File: src/design/p2m_pkg.sv
package p2m_pkg;

   localparam logic [1:0] OP_FALL        = 2'd0;
   localparam logic [1:0] OP_SEND        = 2'd1;
   localparam logic [1:0] OP_INHIBIT_END = 2'd2;

   localparam logic CSR_STREAM_MODE  = 1'b0;
   localparam logic CSR_PACKET_BYTES = 1'b1;

   localparam logic [3:0] DATA_BITS     = 4'd8;
   localparam logic [3:0] RX_PARITY_POS = 4'd9;
   localparam logic [3:0] RX_STOP_POS   = 4'd10;
   localparam logic [3:0] TX_PARITY_POS = 4'd9;
   localparam logic [3:0] TX_ACK_POS    = 4'd11;

   localparam logic [2:0] WHEEL_PACKET_BYTES = 3'd4;
   localparam logic [2:0] STD_PACKET_BYTES   = 3'd3;
   localparam logic [1:0] LAST_IDX_WHEEL     = 2'd3;
   localparam logic [1:0] LAST_IDX_STD       = 2'd2;

   typedef struct packed {
      logic       valid;
      logic [7:0] data;
      logic       parity_ok;
   } rx_event_type;

   typedef struct packed {
      logic clock_low;
      logic data_low;
      logic tx_done;
   } line_type;

   typedef struct packed {
      logic       valid;
      logic [2:0] buttons;
      logic [7:0] move_x;
      logic [7:0] move_y;
      logic [7:0] wheel;
   } report_type;

   typedef struct packed {
      line_type     line;
      rx_event_type rx;
      report_type   report;
   } rsp_type;

endpackage

File: src/design/p2m_link.sv
module p2m_link
   import p2m_pkg::*;
(
   input  logic         clock,
   input  logic         reset,
   input  logic         step,
   input  logic [1:0]   opcode,
   input  logic         data_bit,
   input  logic [7:0]   cmd_byte,
   output line_type     line,
   output rx_event_type rx_event
);

   logic [3:0] bit_index_ff, bit_index_in;
   logic       receiving_ff, receiving_in;
   logic       sending_ff, sending_in;
   logic       inhibiting_ff, inhibiting_in;
   logic       send_pending_ff, send_pending_in;
   logic [7:0] rx_shift_ff, rx_shift_in;
   logic [7:0] tx_latch_ff, tx_latch_in;
   logic       byte_parity_ff, byte_parity_in;
   logic [3:0] rx_pos;
   logic [3:0] tx_pos;

   assign rx_pos = bit_index_ff - 4'd1;

   always_comb begin
      bit_index_in    = bit_index_ff;
      receiving_in    = receiving_ff;
      sending_in      = sending_ff;
      inhibiting_in   = inhibiting_ff;
      send_pending_in = send_pending_ff;
      rx_shift_in     = rx_shift_ff;
      tx_latch_in     = tx_latch_ff;
      byte_parity_in  = byte_parity_ff;
      rx_event        = '0;
      line            = '0;
      case (opcode)
         OP_FALL: begin
            if (!inhibiting_ff) begin
               if (sending_ff) begin
                  bit_index_in = bit_index_ff + 4'd1;
                  if (bit_index_in >= TX_ACK_POS) begin
                     sending_in   = 1'b0;
                     bit_index_in = '0;
                     line.tx_done = 1'b1;
                  end
               end else if (bit_index_ff == '0) begin
                  rx_shift_in  = '0;
                  receiving_in = 1'b1;
                  bit_index_in = 4'd1;
               end else if (bit_index_ff < RX_PARITY_POS && receiving_ff) begin
                  rx_shift_in[rx_pos[2:0]] = rx_shift_ff[rx_pos[2:0]] | data_bit;
                  bit_index_in = bit_index_ff + 4'd1;
               end else if (bit_index_ff == RX_PARITY_POS) begin
                  byte_parity_in = (^rx_shift_ff) ^ data_bit;
                  bit_index_in   = bit_index_ff + 4'd1;
               end else begin
                  receiving_in       = 1'b0;
                  bit_index_in       = '0;
                  rx_event.valid     = 1'b1;
                  rx_event.data      = rx_shift_ff;
                  rx_event.parity_ok = byte_parity_ff;
                  if (send_pending_ff) begin
                     send_pending_in = 1'b0;
                     inhibiting_in   = 1'b1;
                  end
               end
            end
         end
         OP_SEND: begin
            if (!inhibiting_ff && !sending_ff && !send_pending_ff) begin
               tx_latch_in = cmd_byte;
               if (receiving_ff && bit_index_ff > RX_PARITY_POS) begin
                  send_pending_in = 1'b1;
               end else begin
                  inhibiting_in = 1'b1;
                  receiving_in  = 1'b0;
                  bit_index_in  = '0;
               end
            end
         end
         OP_INHIBIT_END: begin
            if (inhibiting_ff) begin
               inhibiting_in = 1'b0;
               sending_in    = 1'b1;
               bit_index_in  = '0;
            end
         end
         default: begin
         end
      endcase

      tx_pos         = bit_index_in - 4'd1;
      line.clock_low = inhibiting_in;
      if (sending_in && !inhibiting_in) begin
         if (bit_index_in == '0) begin
            line.data_low = 1'b1;
         end else if (bit_index_in <= DATA_BITS) begin
            line.data_low = ~tx_latch_in[tx_pos[2:0]];
         end else if (bit_index_in == TX_PARITY_POS) begin
            line.data_low = ^tx_latch_in;
         end
      end
   end

   always_ff @(posedge clock) begin
      if (reset) begin
         bit_index_ff    <= '0;
         receiving_ff    <= 1'b0;
         sending_ff      <= 1'b0;
         inhibiting_ff   <= 1'b0;
         send_pending_ff <= 1'b0;
         rx_shift_ff     <= '0;
         tx_latch_ff     <= '0;
         byte_parity_ff  <= 1'b0;
      end else if (step) begin
         bit_index_ff    <= bit_index_in;
         receiving_ff    <= receiving_in;
         sending_ff      <= sending_in;
         inhibiting_ff   <= inhibiting_in;
         send_pending_ff <= send_pending_in;
         rx_shift_ff     <= rx_shift_in;
         tx_latch_ff     <= tx_latch_in;
         byte_parity_ff  <= byte_parity_in;
      end
   end

`ifndef ASSERT_OFF
   a_send_inhibit_excl: assert property (@(posedge clock) disable iff (reset)
      !(sending_ff && inhibiting_ff))
      else $error("sending and inhibiting together");

   a_pending_at_stop: assert property (@(posedge clock) disable iff (reset)
      send_pending_ff |-> (receiving_ff && bit_index_ff == RX_STOP_POS && !sending_ff))
      else $error("pending send outside the stop bit of a receive");

   a_inhibit_idle: assert property (@(posedge clock) disable iff (reset)
      inhibiting_ff |-> (bit_index_ff == '0 && !receiving_ff))
      else $error("bit counter or receive live during inhibit");
`endif

endmodule

File: src/design/p2m_packet.sv
module p2m_packet
   import p2m_pkg::*;
(
   input  logic         clock,
   input  logic         reset,
   input  logic         step,
   input  logic         stream_mode,
   input  logic [2:0]   packet_bytes,
   input  rx_event_type rx_event,
   output report_type   report
);

   logic [1:0] packet_index_ff, packet_index_in;
   logic       packet_parity_ff, packet_parity_in;
   logic [7:0] store_ff [0:2];
   logic       store_we;
   logic [1:0] store_addr;
   logic [1:0] last_index;
   logic       parity_next;
   logic [7:0] y_byte;
   logic [7:0] y_neg;

   assign last_index = (packet_bytes >= WHEEL_PACKET_BYTES) ? LAST_IDX_WHEEL : LAST_IDX_STD;
   assign y_byte     = (last_index == LAST_IDX_WHEEL) ? store_ff[2] : rx_event.data;
   assign y_neg      = (y_byte == 8'h80) ? 8'h7F : 8'(-y_byte);

   always_comb begin
      packet_index_in  = packet_index_ff;
      packet_parity_in = packet_parity_ff;
      parity_next      = packet_parity_ff & rx_event.parity_ok;
      store_we         = 1'b0;
      store_addr       = packet_index_ff;
      report           = '0;
      if (rx_event.valid) begin
         if (stream_mode) begin
            if (packet_index_ff < last_index) begin
               store_we         = 1'b1;
               packet_index_in  = packet_index_ff + 2'd1;
               packet_parity_in = parity_next;
            end else begin
               if (parity_next) begin
                  report.valid   = 1'b1;
                  report.buttons = store_ff[0][2:0];
                  report.move_x  = store_ff[1];
                  report.move_y  = y_neg;
                  report.wheel   = (last_index == LAST_IDX_WHEEL) ? rx_event.data : 8'h00;
               end
               packet_index_in  = '0;
               packet_parity_in = 1'b1;
            end
         end else begin
            packet_index_in  = '0;
            packet_parity_in = 1'b1;
         end
      end
   end

   always_ff @(posedge clock) begin
      if (reset) begin
         packet_index_ff  <= '0;
         packet_parity_ff <= 1'b1;
      end else if (step) begin
         packet_index_ff  <= packet_index_in;
         packet_parity_ff <= packet_parity_in;
      end
   end

   always_ff @(posedge clock) begin
      if (step && store_we) begin
         store_ff[store_addr] <= rx_event.data;
      end
   end

endmodule

File: src/design/ps2_host_mouse_link.sv
// PS/2 host link engine with mouse packet assembly.
// req_ channel: one line event per item. req_opcode selects a device clock
// falling edge (req_data_bit is the sampled data level), a send request
// (req_cmd_byte is the command) or the end of the clock-inhibit time.
// rsp_ channel: exactly one item per request, carrying the host line drives
// after the event, the received byte with its parity check at a stop bit,
// the acknowledge pulse of a sent frame, and a decoded mouse report on the
// last byte of a packet with good parity on every byte, in stream mode.
// csr_ port: index 0 enables stream mode, index 1 sets bytes per packet
// (3, or 4 for a wheel mouse); write only while no item is in flight.
// An accepted item waits in the input register; its result is registered into
// the result register on rsp_. Throughput: one item per cycle while results are
// taken, the state update being one combinational pass between those registers.
// Reset clears the link state, the packet counter and the configuration
// (stream mode off, 3-byte packets); both channels come up empty.
// When rsp_ready is low the result holds, one further item waits in the input
// register, and req_ready then drops until the result is taken.
module ps2_host_mouse_link
   import p2m_pkg::*;
(
   input  logic              clock,
   input  logic              reset,
   input  logic              req_valid,
   output logic              req_ready,
   input  logic [1:0]        req_opcode,
   input  logic              req_data_bit,
   input  logic [7:0]        req_cmd_byte,
   output logic              rsp_valid,
   input  logic              rsp_ready,
   output logic              rsp_clock_drive_low,
   output logic              rsp_data_drive_low,
   output logic              rsp_rx_valid,
   output logic [7:0]        rsp_rx_byte,
   output logic              rsp_parity_ok,
   output logic              rsp_tx_done,
   output logic              rsp_report_valid,
   output logic [2:0]        rsp_buttons,
   output logic signed [7:0] rsp_move_x,
   output logic signed [7:0] rsp_move_y,
   output logic signed [7:0] rsp_wheel,
   input  logic              csr_write_en,
   input  logic              csr_index,
   input  logic [2:0]        csr_wdata
);

   logic         in_valid_ff, in_valid_in;
   logic [1:0]   opcode_ff, opcode_in;
   logic         data_bit_ff, data_bit_in;
   logic [7:0]   cmd_byte_ff, cmd_byte_in;
   logic         rsp_valid_ff, rsp_valid_in;
   rsp_type      rsp_ff, rsp_in;
   logic         stream_mode_ff, stream_mode_in;
   logic [2:0]   packet_bytes_ff, packet_bytes_in;
   logic         advance;
   logic         req_fire;
   line_type     line;
   rx_event_type rx_event;
   report_type   report;

   assign advance   = in_valid_ff && (!rsp_valid_ff || rsp_ready);
   assign req_ready = !in_valid_ff || advance;
   assign req_fire  = req_valid && req_ready;

   always_comb begin
      in_valid_in = in_valid_ff;
      opcode_in   = opcode_ff;
      data_bit_in = data_bit_ff;
      cmd_byte_in = cmd_byte_ff;
      if (req_fire) begin
         in_valid_in = 1'b1;
         opcode_in   = req_opcode;
         data_bit_in = req_data_bit;
         cmd_byte_in = req_cmd_byte;
      end else if (advance) begin
         in_valid_in = 1'b0;
      end

      rsp_valid_in = rsp_valid_ff;
      rsp_in       = rsp_ff;
      if (advance) begin
         rsp_valid_in  = 1'b1;
         rsp_in.line   = line;
         rsp_in.rx     = rx_event;
         rsp_in.report = report;
      end else if (rsp_ready) begin
         rsp_valid_in = 1'b0;
      end

      stream_mode_in  = stream_mode_ff;
      packet_bytes_in = packet_bytes_ff;
      if (csr_write_en) begin
         case (csr_index)
            CSR_STREAM_MODE:  stream_mode_in  = csr_wdata[0];
            CSR_PACKET_BYTES: packet_bytes_in = csr_wdata;
            default: begin
            end
         endcase
      end
   end

   always_ff @(posedge clock) begin
      if (reset) begin
         in_valid_ff     <= 1'b0;
         rsp_valid_ff    <= 1'b0;
         stream_mode_ff  <= 1'b0;
         packet_bytes_ff <= STD_PACKET_BYTES;
      end else begin
         in_valid_ff     <= in_valid_in;
         rsp_valid_ff    <= rsp_valid_in;
         stream_mode_ff  <= stream_mode_in;
         packet_bytes_ff <= packet_bytes_in;
      end
   end

   always_ff @(posedge clock) begin
      opcode_ff   <= opcode_in;
      data_bit_ff <= data_bit_in;
      cmd_byte_ff <= cmd_byte_in;
      rsp_ff      <= rsp_in;
   end

   p2m_link u_link (
      .clock    (clock),
      .reset    (reset),
      .step     (advance),
      .opcode   (opcode_ff),
      .data_bit (data_bit_ff),
      .cmd_byte (cmd_byte_ff),
      .line     (line),
      .rx_event (rx_event)
   );

   p2m_packet u_packet (
      .clock        (clock),
      .reset        (reset),
      .step         (advance),
      .stream_mode  (stream_mode_ff),
      .packet_bytes (packet_bytes_ff),
      .rx_event     (rx_event),
      .report       (report)
   );

   assign rsp_valid           = rsp_valid_ff;
   assign rsp_clock_drive_low = rsp_ff.line.clock_low;
   assign rsp_data_drive_low  = rsp_ff.line.data_low;
   assign rsp_tx_done         = rsp_ff.line.tx_done;
   assign rsp_rx_valid        = rsp_ff.rx.valid;
   assign rsp_rx_byte         = rsp_ff.rx.data;
   assign rsp_parity_ok       = rsp_ff.rx.parity_ok;
   assign rsp_report_valid    = rsp_ff.report.valid;
   assign rsp_buttons         = rsp_ff.report.buttons;
   assign rsp_move_x          = $signed(rsp_ff.report.move_x);
   assign rsp_move_y          = $signed(rsp_ff.report.move_y);
   assign rsp_wheel           = $signed(rsp_ff.report.wheel);

`ifndef ASSERT_OFF
   a_report_needs_good_byte: assert property (@(posedge clock) disable iff (reset)
      (rsp_valid_ff && rsp_ff.report.valid) |-> (rsp_ff.rx.valid && rsp_ff.rx.parity_ok))
      else $error("report without a good received byte");

   a_rx_tx_exclusive: assert property (@(posedge clock) disable iff (reset)
      rsp_valid_ff |-> !(rsp_ff.rx.valid && rsp_ff.line.tx_done))
      else $error("receive and send completed by one item");
`endif

endmodule
File: config.mk
export PLATFORM = sky130hd
export DESIGN_NAME = ps2_host_mouse_link
export DESIGN_NICKNAME = d
export VERILOG_FILES = /design/src/design/p2m_pkg.sv /design/src/design/p2m_link.sv /design/src/design/p2m_packet.sv /design/src/design/ps2_host_mouse_link.sv
export SDC_FILE = /design/constraint.sdc
export NUM_CORES = 1
export LEC_CHECK = 0
export CELL_PAD_IN_SITES_DETAIL_PLACEMENT = 1
export CELL_PAD_IN_SITES_GLOBAL_PLACEMENT = 1
export CORE_AREA = 2 2 101 103
export CTS_CLUSTER_SIZE = 12
export DETAILED_ROUTE_END_ITERATION = 10
export DIE_AREA = 0 0 103 105
export DONT_BUFFER_PORTS = 1
export PLACE_DENSITY_LB_ADDON = 0.15
export SETUP_SLACK_MARGIN = 0.15
export SLEW_MARGIN = 10
export SYNTH_ARGS = -nofsm -noshare
export SYNTH_HDL_FRONTEND = slang
export SYNTH_SLANG_ARGS = --single-unit
File: constraint.sdc
create_clock -name clock -period 5.8 [get_ports clock]
set_clock_uncertainty 0.05 [all_clocks]
set_input_delay 0.29 -clock clock [delete_from_list [all_inputs] [get_ports clock]]
set_output_delay 0.29 -clock clock [all_outputs]
set_load 0.05 [all_outputs]
Word-level counts from Yosys, hierarchy flattened
Memories as Yosys holds them, arrays and structs flattened.
Cells that the tools add are included.
Widths: inputs -> output; s select.
{ "totals": {"elab_cells": 189, "ramBits": 24, "n_memories": 1, "out_inout_bits": 43, "inputBits": 20, "reg_bits": 86} }
{ "memory_table": {"columns": ["name", "words", "word_bits", "rd", "rd_clocked_by_memory_dff", "write_ports", "line", "source"], "rows": [
  ["u_packet.store_ff", 3, 8, 3, 0, 1, "p2m_packet.sv:15", "logic [7:0] store_ff [0:2];"]
]} }
{ "classes": {"addsub": 5, "n_mux": 77, "n_bitwise": 14, "n_reduce_logical": 38, "n_lt_le_gt_ge": 9, "eq_ne": 16} }
{ "op_table": {"columns": ["cell", "count"], "rows": [
  ["$mux 10", 6],
  ["$mux 8", 7],
  ["$mux 1", 43],
  ["$mux 4", 9],
  ["$mux 28", 1],
  ["$reduce_xor 8->1", 2],
  ["$ne 2x2->1 const B", 6],
  ["$pmux 4 s3", 1],
  ["$not 1->1", 11],
  ["$reduce_or 5->1", 2],
  ["$logic_and 1x1->1", 9],
  ["$reduce_and 9->1", 1],
  ["$bwmux 8", 1],
  ["$eq 4x4->1 const B", 2],
  ["$eq 8x8->1 const B", 1],
  ["$logic_not 4->1", 2],
  ["$lt 3x4->1 const B", 2],
  ["$neg 8->8", 1],
  ["$reduce_and 8->1", 1],
  ["$reduce_bool 2->1", 4],
  ["$reduce_and 7->1", 1],
  ["$bmux 1 s3", 2],
  ["$logic_not 1->1", 6],
  ["$ne 3x2->1 const B", 2],
  ["other kinds (26)", 36]
]} }

Longest topological paths before layout
Gate-level depths: netlist of the first run.
{ "depth": {"depth_word": 13, "depth_mapped": 14, "depth_no_buf": 12} }

Cells and area by module
From an unflattened synthesis of the first run, not the netlist that was laid out.
{ "unflattened": {"hier_cells": 449, "hier_area_um2": 5177.5} }
{ "modules_own_cells": {"columns": ["mod", "area_each_um2", "seq_area_each_um2", "instances", "cells_each"], "rows": [
  ["p2m_link", 2120.8, 500.5, 1, 265],
  ["ps2_host_mouse_link", 1810.5, 1681.6, 1, 78],
  ["p2m_packet", 1246.2, 630.6, 1, 106]
]} }

Worst setup path before layout of the first run
Ideal clock, no wire load.
{ "synth_timing": {"path_type": "reg2reg", "from": "register u_link.bit_index_ff[0]", "to": "register rsp_ff, in the netlist rsp_data_drive_low, data pin", "stages_incl_launch_ff": 15, "period_less_slack_ps": 3383, "n_path_buf": 2, "setup_time_ps": 190, "required_ps": 5560, "slack_ps": 2417, "arrival_time_ps": 3143, "path_cell_list": "dfxtp_1 clkbuf_1 inv_1 ha_1 buf_4 a22oi_2 o2111ai_2 and4_1 nor2_1 inv_1 ha_1 mux4_2 nor3_1 o31ai_1 a2111oi_2"} }
{ "synth_via": {"elab_chain_cells": 13, "word_cells_on_any_way": 42, "cone_classes": "add/sub: 2; order compare: 4; eq/ne: 2; mux: 27; bitwise: 1; reduce/logical: 6"} }
{ "synth_lines": {"columns": ["item", "line", "source"], "rows": [
  ["from (decl)", "p2m_link.sv:14", "logic [3:0] bit_index_ff, bit_index_in;"],
  ["from (signal assigned)", "p2m_link.sv:118", "bit_index_ff <= bit_index_in;"],
  ["branches (longest 6 deep; another with $add 4x1->4)", null, null],
  ["$pmux 4 s3 (*)", "p2m_link.sv:38", "case (opcode)"],
  ["net u_link.bit_index_in[0]", "p2m_link.sv:14", null],
  ["$sub 3x1->3", "p2m_link.sv:94", "tx_pos = bit_index_in - 4'd1;"],
  ["$bmux 1 s3", "p2m_link.sv:100", "line.data_low = ~tx_latch_in[tx_pos[2:0]];"],
  ["$mux 1 (implied by the code)", "p2m_link.sv:100", null],
  ["$not 1->1", "p2m_link.sv:100", null],
  ["$mux 1", "p2m_link.sv:99", "end else if (bit_index_in <= DATA_BITS) begin"],
  ["$mux 1 (*)", "p2m_link.sv:97", "if (bit_index_in == '0) begin"],
  ["to (signal assigned)", "ps2_host_mouse_link.sv:119", "rsp_ff <= rsp_in;"],
  ["to (decl)", "ps2_host_mouse_link.sv:51", "rsp_type rsp_ff, rsp_in;"]
]} }
Mark *: on every way through the listed nets, which the timed path passes. The select of a mux whose other input is x is not followed.
A chain may end at the register's enable or synchronous reset.

Final worst setup path of the first run
Ends and elaborated chain as after synthesis.

==> out/qor.yml, run 1 <==
routing:
  route.detailed.drc: 0
  routed_wirelength_um: 11500
  first_iter_violations: 154
  first_pass_iters: 4
  wl_per_cell_um: 19.3
  ant_nets: 0
  num_vias: 3523
  vias_per_cell: 5.92
synthesis:
  synthArstFlopShare_pct: 0
  synth_nets: 483
  syn_avg_cell_area_um2: 11.3
  synthDistinctLibCells: 67
  yosysTopAreaCell: "edfxtp_1"
  synth-seq-cells: 103
  ys.flop_type: "edfxtp_1"
  synth_top_cell_area_share_pct: 41.8
  synth_edf_count: 71
  ys_warn_count: 0
  netlist_top_cells_area: "edfxtp_1, dfxtp_1, mux2i_1, xnor2_1, a21oi_1"
  synth_area_um2: 5110
  synth_cells: 453
  synth_seq_area_share_pct: 54.3
finish:
  layout-drive-gt1-share_pct: 9.09
  syn2layout_area_growth_pct: 8.16
  nets: 487
  finish.utilization_pct: 57.3
  antenna_cells: 0
placed_design:
  io_buffers: 0
  dp_slack_ps: 1660
  dp_hpwl_um: 7790
  gp_congestion: 0.831
critical_path:
  ff2ff_path_depth: 12
  cp_max_fo: 16
  end_kind: "flop"
  critPathArrivalTime_ps: 4390
  timing_worst_setup_path_type: "reg2reg"
  required_ps: 5930
  critPathLaunchType: "flop"
clocking:
  clk_latency_ps: 380
  cts_buffers: 9
  cts_tree: "yes"
  cts_setup_buffers: 0
  cts_sinks: 103
  htreeDepth: 3
  cts_resized: 0
  cts_hold_buf: 15
  clk_pin_slew_ps: 110
  clock_path_buffers: 2
  cts_root_buf: "clkbuf_8"
die:
  fp.dieW_um: 103
  dieArea_um2: 10800
  start_util_pct: 53.0
  rows: 36
  io_pins: 63
  die_y_um: 105
  core_area_um2: 9640
min_path:
  hold_class: "in2reg"
  holdPathStages: 2
sta:
  clock.fmax_mhz: 235
  finalCriticalPeriod_ps: 4260
  hold_ws_ps: 24.5
  setup_slack_ps: 1540
  worstMarginPinSlew_ps: 915
  finalCritPeriodShare_pct: 73.5
  drv_slew: 0
  setup_viol: 0
  relSlewSlack_pct: 39.0
  grt_setup_unrepaired: "false"
  hold_viol: 0
  setup_tns_ps: 0
status:
  status: "finished, final reports clean"
pwr:
  pwr_density_cell_nw_per_um2: 262
  p_total_mw: 1.45
  p_leak_nw: 2.03
  peakVddDrop_mv: 0.123
global_routing:
  grt_max_degree: 54
  grt_pass1_wl_um: 19100
  grt_pass1_vias: 3833
  gr-usage-all-layers_pct: 22.9
  grt_antenna_before_repair: 0
  grt-ovfl-total: 0
flow_run:
  maxCapViolations: 0
[per-stage QoR]
step	instances	instance area, µm²
detailed placement	564	5160
CTS	595	5520
global placement	564	5160
finish	595	5520
floorplan	453	5110
global route	595	5520
[kinds of logic after synthesis]
family	count (synthesis)	synth area share (%)
AO/OA/AOI/OAI	101	14.0
AND/OR/NAND/NOR	148	15.4
XOR/XNOR	27	4.63
multiplexers	23	5.54
flip-flops	103	54.3
buffers and inverters	41	3.70
adder cells (fa/ha/maj)	10	2.45
[cell type report]
cell class	instances	area (µm²)
Clock buffer	9	124
Clock inverter	7	75.1
Fill cell	1007	4120
Inverter	17	65.1
Multi-Input combinational cell	309	2140
Sequential cell	103	2770
Tap cell	133	166
Timing Repair Buffer	17	175
[per-layer routing]
metal / up-vias / wire [µm] / track usage, %
met5: - / 0 / 0
met4: 0 / 265 / 9.12
met3: 25 / 265 / 4.62
met2: 76 / 6170 / 40.4
met1: 1743 / 4790 / 26.8
li1: 1679 / - / -
[Yosys cell counts, types with 2 or more instances]
master    instances
edfxtp_1         71
nor2_1           38
a21oi_1          32
dfxtp_1          32
nand2_1          27
o21ai_0          19
xnor2_1          19
and2_1           17
mux2i_1          17
inv_1            15
clkbuf_1         13
and3_1           12
nor3_1           12
ha_1             10
xor2_1            8
nand2b_1          7
buf_2             6
nand3_1           6
nor2b_1           6
a211oi_1          5
nand4_1           5
o31ai_1           5
a31oi_1           4
mux4_2            4
a21o_1            3
a221oi_1          3
buf_6             3
nor4_1            3
o211a_1           3
o41a_1            3
or3_1             3
a22oi_2           2
mux2_2            2
o2111a_1          2
o211ai_1          2
o22ai_1           2
o41ai_2           2
[cells in the final DEF (no fill, tap or decap), types with 3 or more instances in the layout]
master,count
and2_1,17
nand4_1,5
clkbuf_8,9
mux2i_1,17
o211a_1,3
o41a_1,3
o21ai_0,19
inv_8,3
a21o_1,3
nand2b_1,7
inv_1,14
and3_1,12
dfxtp_1,32
mux4_2,4
dlygate4sd3_1,14
a221oi_1,3
a31oi_1,4
nor4_1,3
o31ai_1,5
nor3_1,12
a211oi_1,5
ha_1,10
nor2b_1,6
xnor2_1,19
nand2_1,27
or3_1,3
nand3_1,6
edfxtp_1,71
nor2_1,38
a21oi_1,32
xor2_1,8
[final timing paths]
path                            from                 end  slack (ps)
min reg2reg  u_packet.store_ff[1][3]       rsp_move_x[3]         480
min                        csr_index  packet_bytes_ff[2]          20
max reg2reg   u_link.bit_index_ff[0]  rsp_data_drive_low        1540
max           u_link.bit_index_ff[0]  rsp_data_drive_low        1540
[worst max-delay path: stages (launching register included)]
cell and delay [ps]:
dfxtp_1 620, inv_1 210, ha_1 370, a22oi_2 290
o2111ai_2 480, and4_1 390, nor2_1 210, inv_1 80
ha_1 380, mux4_2 330, nor3_1 160, o31ai_1 100
a2111oi_2 390
[report_power, final]
part / leakage [nW] / internal (mW) / switching (mW)
combinational: 0.948 / 0.0533 / 0.0830
sequential: 0.981 / 0.803 / 0.0599
clock: 0.0981 / 0.170 / 0.278
[sequential cells by signal, indices dropped and copies added (netlist names), 2 cells and up]
signal	cells
u_packet.store_ff	19
cmd_byte_ff	8
rsp_move_x	8
rsp_move_y	8
rsp_rx_byte	8
rsp_wheel	8
u_link.rx_shift_ff	8
u_link.tx_latch_ff	8
u_link.bit_index_ff	4
rsp_buttons	3
opcode_ff	2
u_packet.packet_index_ff	2
No activity file was read; power rests on OpenSTA's default activity.
==> run 2, diff against run 1 <==
- CORE_AREA: 2 2 101 103 -> 2 2 105 107
- DIE_AREA: 0 0 103 105 -> 0 0 107 109
- clock period: 5.8 -> 4 ns (I/O delays scaled with it)
==> run 2 against run 1 <==
Net effect: combinational power is 54% higher; power is 45% higher; highest routed layer unchanged; cell count is 2.5% higher; critical path type unchanged; global-route usage is 1.5 points lower; non-clock buffer count is 8 higher; first-iteration DRC count is 1.3% higher; register-to-register slack worse by 970 ps.
==> out/qor.yml, run 2 (synthesis gave the netlist of run 1 again) <==
sta:
  finalCriticalPeriod_ps: 3440
  drv_slew: 0
  worstMarginPinSlew_ps: 710
  clock.fmax_mhz: 291
  finalCritPeriodShare_pct: 85.9
  setup_tns_ps: 0
  relSlewSlack_pct: 52.6
  hold_viol: 0
  hold_ws_ps: 24.0
  grt_setup_unrepaired: "false"
  setup_viol: 0
die:
  die_y_um: 109
  core_area_um2: 10600
  io_pins: 63
  rows: 38
  dieArea_um2: 11700
  start_util_pct: 48.2
  fp.dieW_um: 107
routing:
  ant_nets: 0
  num_vias: 3546
  wl_per_cell_um: 19.0
  route.detailed.drc: 0
  vias_per_cell: 5.81
  first_iter_violations: 156
  first_pass_iters: 4
  routed_wirelength_um: 11600
finish:
  top_register: "u_packet.store_ff"
  final_cell_mix: "edfxtp_1, nor2_1, a21oi_1, dfxtp_1, nand2_1"
  antenna_cells: 0
  syn2layout_area_growth_pct: 9.53
  nets: 495
  final_common_cell: "edfxtp_1"
  layout-drive-gt1-share_pct: 10.4
  largest_reg_flops: 19
  stdcell_area_um2: 5590
critical_path:
  crit_chain: "inv_1 -> ha_1 -> a21o_1 -> a221oi_2 -> nor2_1 -> a32oi_1 -> ha_1 -> mux4_2 -> a21oi_1 -> o31ai_1 -> a2111oi_2"
  max_stage_delay_ps: 460
  critPathArrivalTime_ps: 3590
  worstReg2RegStart: "u_link.bit_index_ff[1]"
  rr_endpoint: "rsp_data_drive_low"
  endpoint: "rsp_data_drive_low"
  path_common_cell: "ha_1"
  ff2ff_path_depth: 11
  critPathLaunchType: "flop"
  cp_max_fo: 9
  cp-startpoint: "u_link.bit_index_ff[1]"
  timing_worst_setup_path_type: "reg2reg"
  required_ps: 4150
  crit_slowest_cell: "dfxtp_1"
  end_kind: "flop"
  rrSetupSlack_ps: 560
placed_design:
  placed_area_um2: 5220
  io_buffers: 0
  gp_congestion: 0.829
  dp_hpwl_um: 8170
status:
  status: "finished, final reports clean"
pwr:
  pwr_density_cell_nw_per_um2: 376
  p_total_mw: 2.10
  p_leak_nw: 2.06
  peakVddDrop_mv: 0.178
clocking:
  cts_buffers: 9
  htreeDepth: 3
  cts_sinks: 103
  cts_root_buf: "clkbuf_8"
  clk_latency_ps: 390
  clock_path_buffers: 2
  cts_tree: "yes"
  clk_pin_slew_ps: 110
global_routing:
  grt_pass1_vias: 3710
  grt-ovfl-total: 0
  grt_pass1_wl_um: 19000
  grt_max_degree: 38
  grt_antenna_before_repair: 0
  gr-usage-all-layers_pct: 21.4
min_path:
  hold_class: "in2reg"
flow_run:
  maxCapViolations: 0
[run 2: per-stage QoR]
step / util (%) / setup WS [ps] / cells
after floorplan: - / 617 / 453
after global placement: 49.2 / 548 / 577
after detailed placement: 49.2 / 460 / 577
after CTS: 52.7 / 402 / 610
after global routing: 52.7 / 255 / 610
final: 52.7 / 563 / 610
[run 2: final cells by class]
| cell class | instances | area, µm² |
|---|---|---|
| Sequential cell | 103 | 2770 |
| Fill cell | 1116 | 5010 |
| Multi-Input combinational cell | 309 | 2150 |
| Timing Repair Buffer | 25 | 240 |
| Tap cell | 140 | 175 |
| Clock buffer | 9 | 124 |
| Inverter | 17 | 65.1 |
| Clock inverter | 7 | 65.1 |
[run 2: worst min-delay path by stage]
stage | from | cells after the start | slack [ps] | end
floorplan | req_cmd_byte[0] | 0 | 250 | cmd_byte_ff[0]
global placement | reset | 1 | 220 | packet_bytes_ff[2]
detailed placement | reset | 1 | 230 | packet_bytes_ff[2]
CTS | reset | 2 | 20 | u_link.rx_shift_ff[3]
global route | reset | 2 | 30 | u_link.rx_shift_ff[5]
finish | reset | 2 | 20 | u_link.rx_shift_ff[3]
[run 2: routing by layer]
layer	vias up	track usage, %	routed length [µm]
met5	-	0	0
met4	0	9.46	282
met3	22	3.65	421
met2	86	38.2	6020
met1	1740	25.3	4860
li1	1698	-	-
[run 2: power breakdown]
| part | internal (mW) | switching [mW] |
|---|---|---|
| Sequential | 1.16 | 0.0824 |
| Combinational | 0.0844 | 0.126 |
| Clock | 0.239 | 0.405 |
| Total | 1.49 | 0.614 |
[run 2: critical path, delay by kind of cell (launching register included)]
| family | cells | cell delay [ps] |
|---|---|---|
| fa+ha+maj | 2 | 640 |
| mux | 1 | 300 |
| buf+inv | 1 | 90 |
| simple gates | 1 | 140 |
| compound gates | 6 | 1560 |
| flops | 1 | 460 |
[run 2: timing repair]
item	4_1_cts	5_1_grt
buffers inserted	0	0
hold buffers	17	0
gates resized for setup	0	1
hold endpoints to repair	43	0
endpoints found under the setup margin	0	1
==> run 3, diff against run 2 <==
- ABC_AREA: default -> 1
- CORE_AREA: 2 2 105 107 -> 2 2 108 110
- DIE_AREA: 0 0 107 109 -> 0 0 110 112
==> run 3 against run 2 <==
Net effect: design area grew 4.8%; core utilization is 0.31 points lower; area after synthesis up 3.0%; critical endpoint unchanged; die area up 5.6%; critical path depth is 8 higher; largest cell class unchanged; via count up 17%; worst hold slack got worse by 21 ps; combinational power increased by 55%; routed wire length rose by 15%; cell count rose by 28%; sequential power about the same; flip-flop and latch count unchanged.
==> out/qor.yml, run 3 <==
status:
  status: "finished, final reports clean"
die:
  die_y_um: 112
  io_pins: 63
  start_util_pct: 47.0
  rows: 39
  fp.dieW_um: 110
  core_area_um2: 11200
  dieArea_um2: 12300
synthesis:
  synth-seq-cells: 103
  synth_nets: 644
  ys_top_cells_by_count: "nand2_1, inv_1, edfxtp_1"
  synth_top_family_by_area: "simple AND/OR/NAND/NOR gates"
  synth_cells: 614
  ys.flop_type: "edfxtp_1"
  synthAdderAreaFrac_pct: 2.38
  synthArstFlopShare_pct: 0
  synth_seq_area_share_pct: 52.7
  yosysTopAreaCell: "edfxtp_1"
  post-synth-top-count-cell: "nand2_1"
  synthMuxAreaShare_pct: 0
  synth_area_um2: 5260
  netlist_top_cells_area: "edfxtp_1, dfxtp_1, nand2_1, inv_1, a21oi_1"
  synth_top_cell_area_share_pct: 40.6
  synthSimpleGateAreaFrac_pct: 24.4
  ys_warn_count: 0
  synth_edf_count: 71
  synthDistinctLibCells: 38
  syn_avg_cell_area_um2: 8.56
  synth_compound_area_share_pct: 9.71
  synth-xor-area-share_pct: 2.00
min_path:
  hold_class: "in2reg"
routing:
  vias_per_cell: 5.32
  wl_per_cell_um: 17.1
  first_pass_iters: 4
  route.detailed.drc: 0
  first_iter_violations: 133
  ant_nets: 0
  num_vias: 4162
  routed_wirelength_um: 13400
global_routing:
  grt_max_degree: 45
  grt_pass1_wl_um: 21700
  gr-usage-all-layers_pct: 23.0
  grt-ovfl-total: 0
  grt_antenna_before_repair: 0
  grt_pass1_vias: 4302
sta:
  setup_viol: 0
  clock.fmax_mhz: 322
  grt_setup_unrepaired: "false"
  drv_slew: 0
  finalCritPeriodShare_pct: 77.7
  hold_viol: 0
  worstMarginPinSlew_ps: 1120
  finalCriticalPeriod_ps: 3110
  relSlewSlack_pct: 24.9
  setup_tns_ps: 0
finish:
  largest_reg_flops: 19
  antenna_cells: 0
  final_cell_mix: "nand2_1, inv_1, edfxtp_1, nor2_1, a21oi_1"
  nets: 664
  nFillCells: 1319
  top_register: "u_packet.store_ff"
  layout-drive-gt1-share_pct: 10.5
  final_common_cell: "nand2_1"
  syn2layout_area_growth_pct: 11.4
critical_path:
  end_kind: "flop"
  timing_worst_setup_path_type: "reg2reg"
  critPathLaunchType: "flop"
  critPathArrivalTime_ps: 3170
  required_ps: 4060
  cp_max_fo: 7
pwr:
  peakVddDrop_mv: 0.260
  swShare_pct: 30.0
  p_comb_share_pct: 13.4
  pwr-share-clk_pct: 34.9
  p_int_mw: 1.70
  p_total_mw: 2.43
  pwr_density_cell_nw_per_um2: 415
  power_frac_seq_pct: 51.7
  power.net_switching_mw: 0.729
  p_leak_nw: 2.62
clocking:
  clk_latency_ps: 350
  cts_buffers: 9
  cts_tree: "yes"
  cts_root_buf: "clkbuf_16"
  cts_resized: 0
  clock_path_buffers: 2
  htreeDepth: 3
  cts_sinks: 103
  clk_pin_slew_ps: 70
flow_run:
  maxCapViolations: 0
placed_design:
  io_buffers: 0
  gp_congestion: 0.822
  dp_hpwl_um: 9570
==> run 3: cell count changes after synthesis, moves of 12 or more <==
cell / delta
and2_1: -17
inv_1: +71
xnor2_1: -12
inv_2: +12
o21ai_0: +20
mux2i_1: -17
nand3_1: +17
and3_1: -12
nand2_1: +141
==> run 3: path summary, 6_finish.rpt <==
check                                                 start  slack [ps]  depth (start not counted)                     endpoint
worst max-delay path                 u_link.bit_index_ff[1]         890                         19           rsp_data_drive_low
worst min-delay path                           csr_wdata[0]           3                          2               stream_mode_ff
worst max register to register       u_link.bit_index_ff[1]         890                         19           rsp_data_drive_low
worst min register to register  u_packet.packet_index_ff[1]         450                          2  u_packet.packet_index_ff[1]
==> run 3: repair_timing <==
action	CTS	global route
hold buffers	17	0
endpoints found under the hold margin	38	0
setup buffers	0	0
==> run 3: final cells by class <==
type                       instances  area, µm²  area share [%]
tap                              143        179            3.05
inverter                         102        385            6.58
multi-input combinational        395       2030            34.6
sequential                       103       2770            47.3
clock inverter                     7       56.3           0.961
clock buffer                       9        225            3.84
timing repair buffer              23        215            3.67
==> run 3: layer usage <==
layer	GRT usage, %	routed length [µm]	up-vias
met5	0	0	-
met4	7.34	206	0
met3	3.57	419	15
met2	42.1	7280	94
met1	26.9	5450	2016
li1	-	-	2037
==> run 3: power by group through the flow <==
stage | clock (mW) | combinational (mW) | sequential [mW]
floorplan | 0 | 0.244 | 1.27
global placement | 0 | 0.290 | 1.28
detailed placement | 0 | 0.307 | 1.28
CTS | 0.865 | 0.328 | 1.26
global route | 0.915 | 0.371 | 1.26
finish | 0.850 | 0.326 | 1.26
==> run 3: kinds of logic (layout without fill, tap and decap cells) <==
| logic type | count (synthesis) | count (layout) |
|---|---|---|
| flip-flops | 103 | 103 |
| AO/OA/AOI/OAI | 94 | 94 |
| adder cells (fa/ha/maj) | 10 | 10 |
| XOR/XNOR | 12 | 12 |
| buffers and inverters | 116 | 141 |
| AND/OR/NAND/NOR | 279 | 279 |
==> run 3: metrics by stage <==
stage               instance area (µm²)  hold WS (ps)  std cells  setup slack [ps]  utilization [%]
floorplan                          5260           249        614              1150                -
global placement                   5410           222        749              1030             48.4
detailed placement                 5410           224        749               948             48.4
CTS                                5860         0.159        782               891             52.4
global route                       5860          39.8        782               565             52.4
finish                             5860          3.28        782               892             52.4
==> run 3: worst max-delay path: stages (launching register included) <==
cell     delay [ps]
dfxtp_1         450
inv_1           140
ha_1            260
nand2_4         110
nand2_2          60
nor2_1          240
nand2_1         110
nand2_1         140
inv_1            50
o21ai_0         220
inv_1           130
ha_1            320
inv_1           130
o21ai_0         120
nand3_1          90
nand3_1          80
nand2_1          60
nand2_1          50
nand2_1          50
nor2_1           40
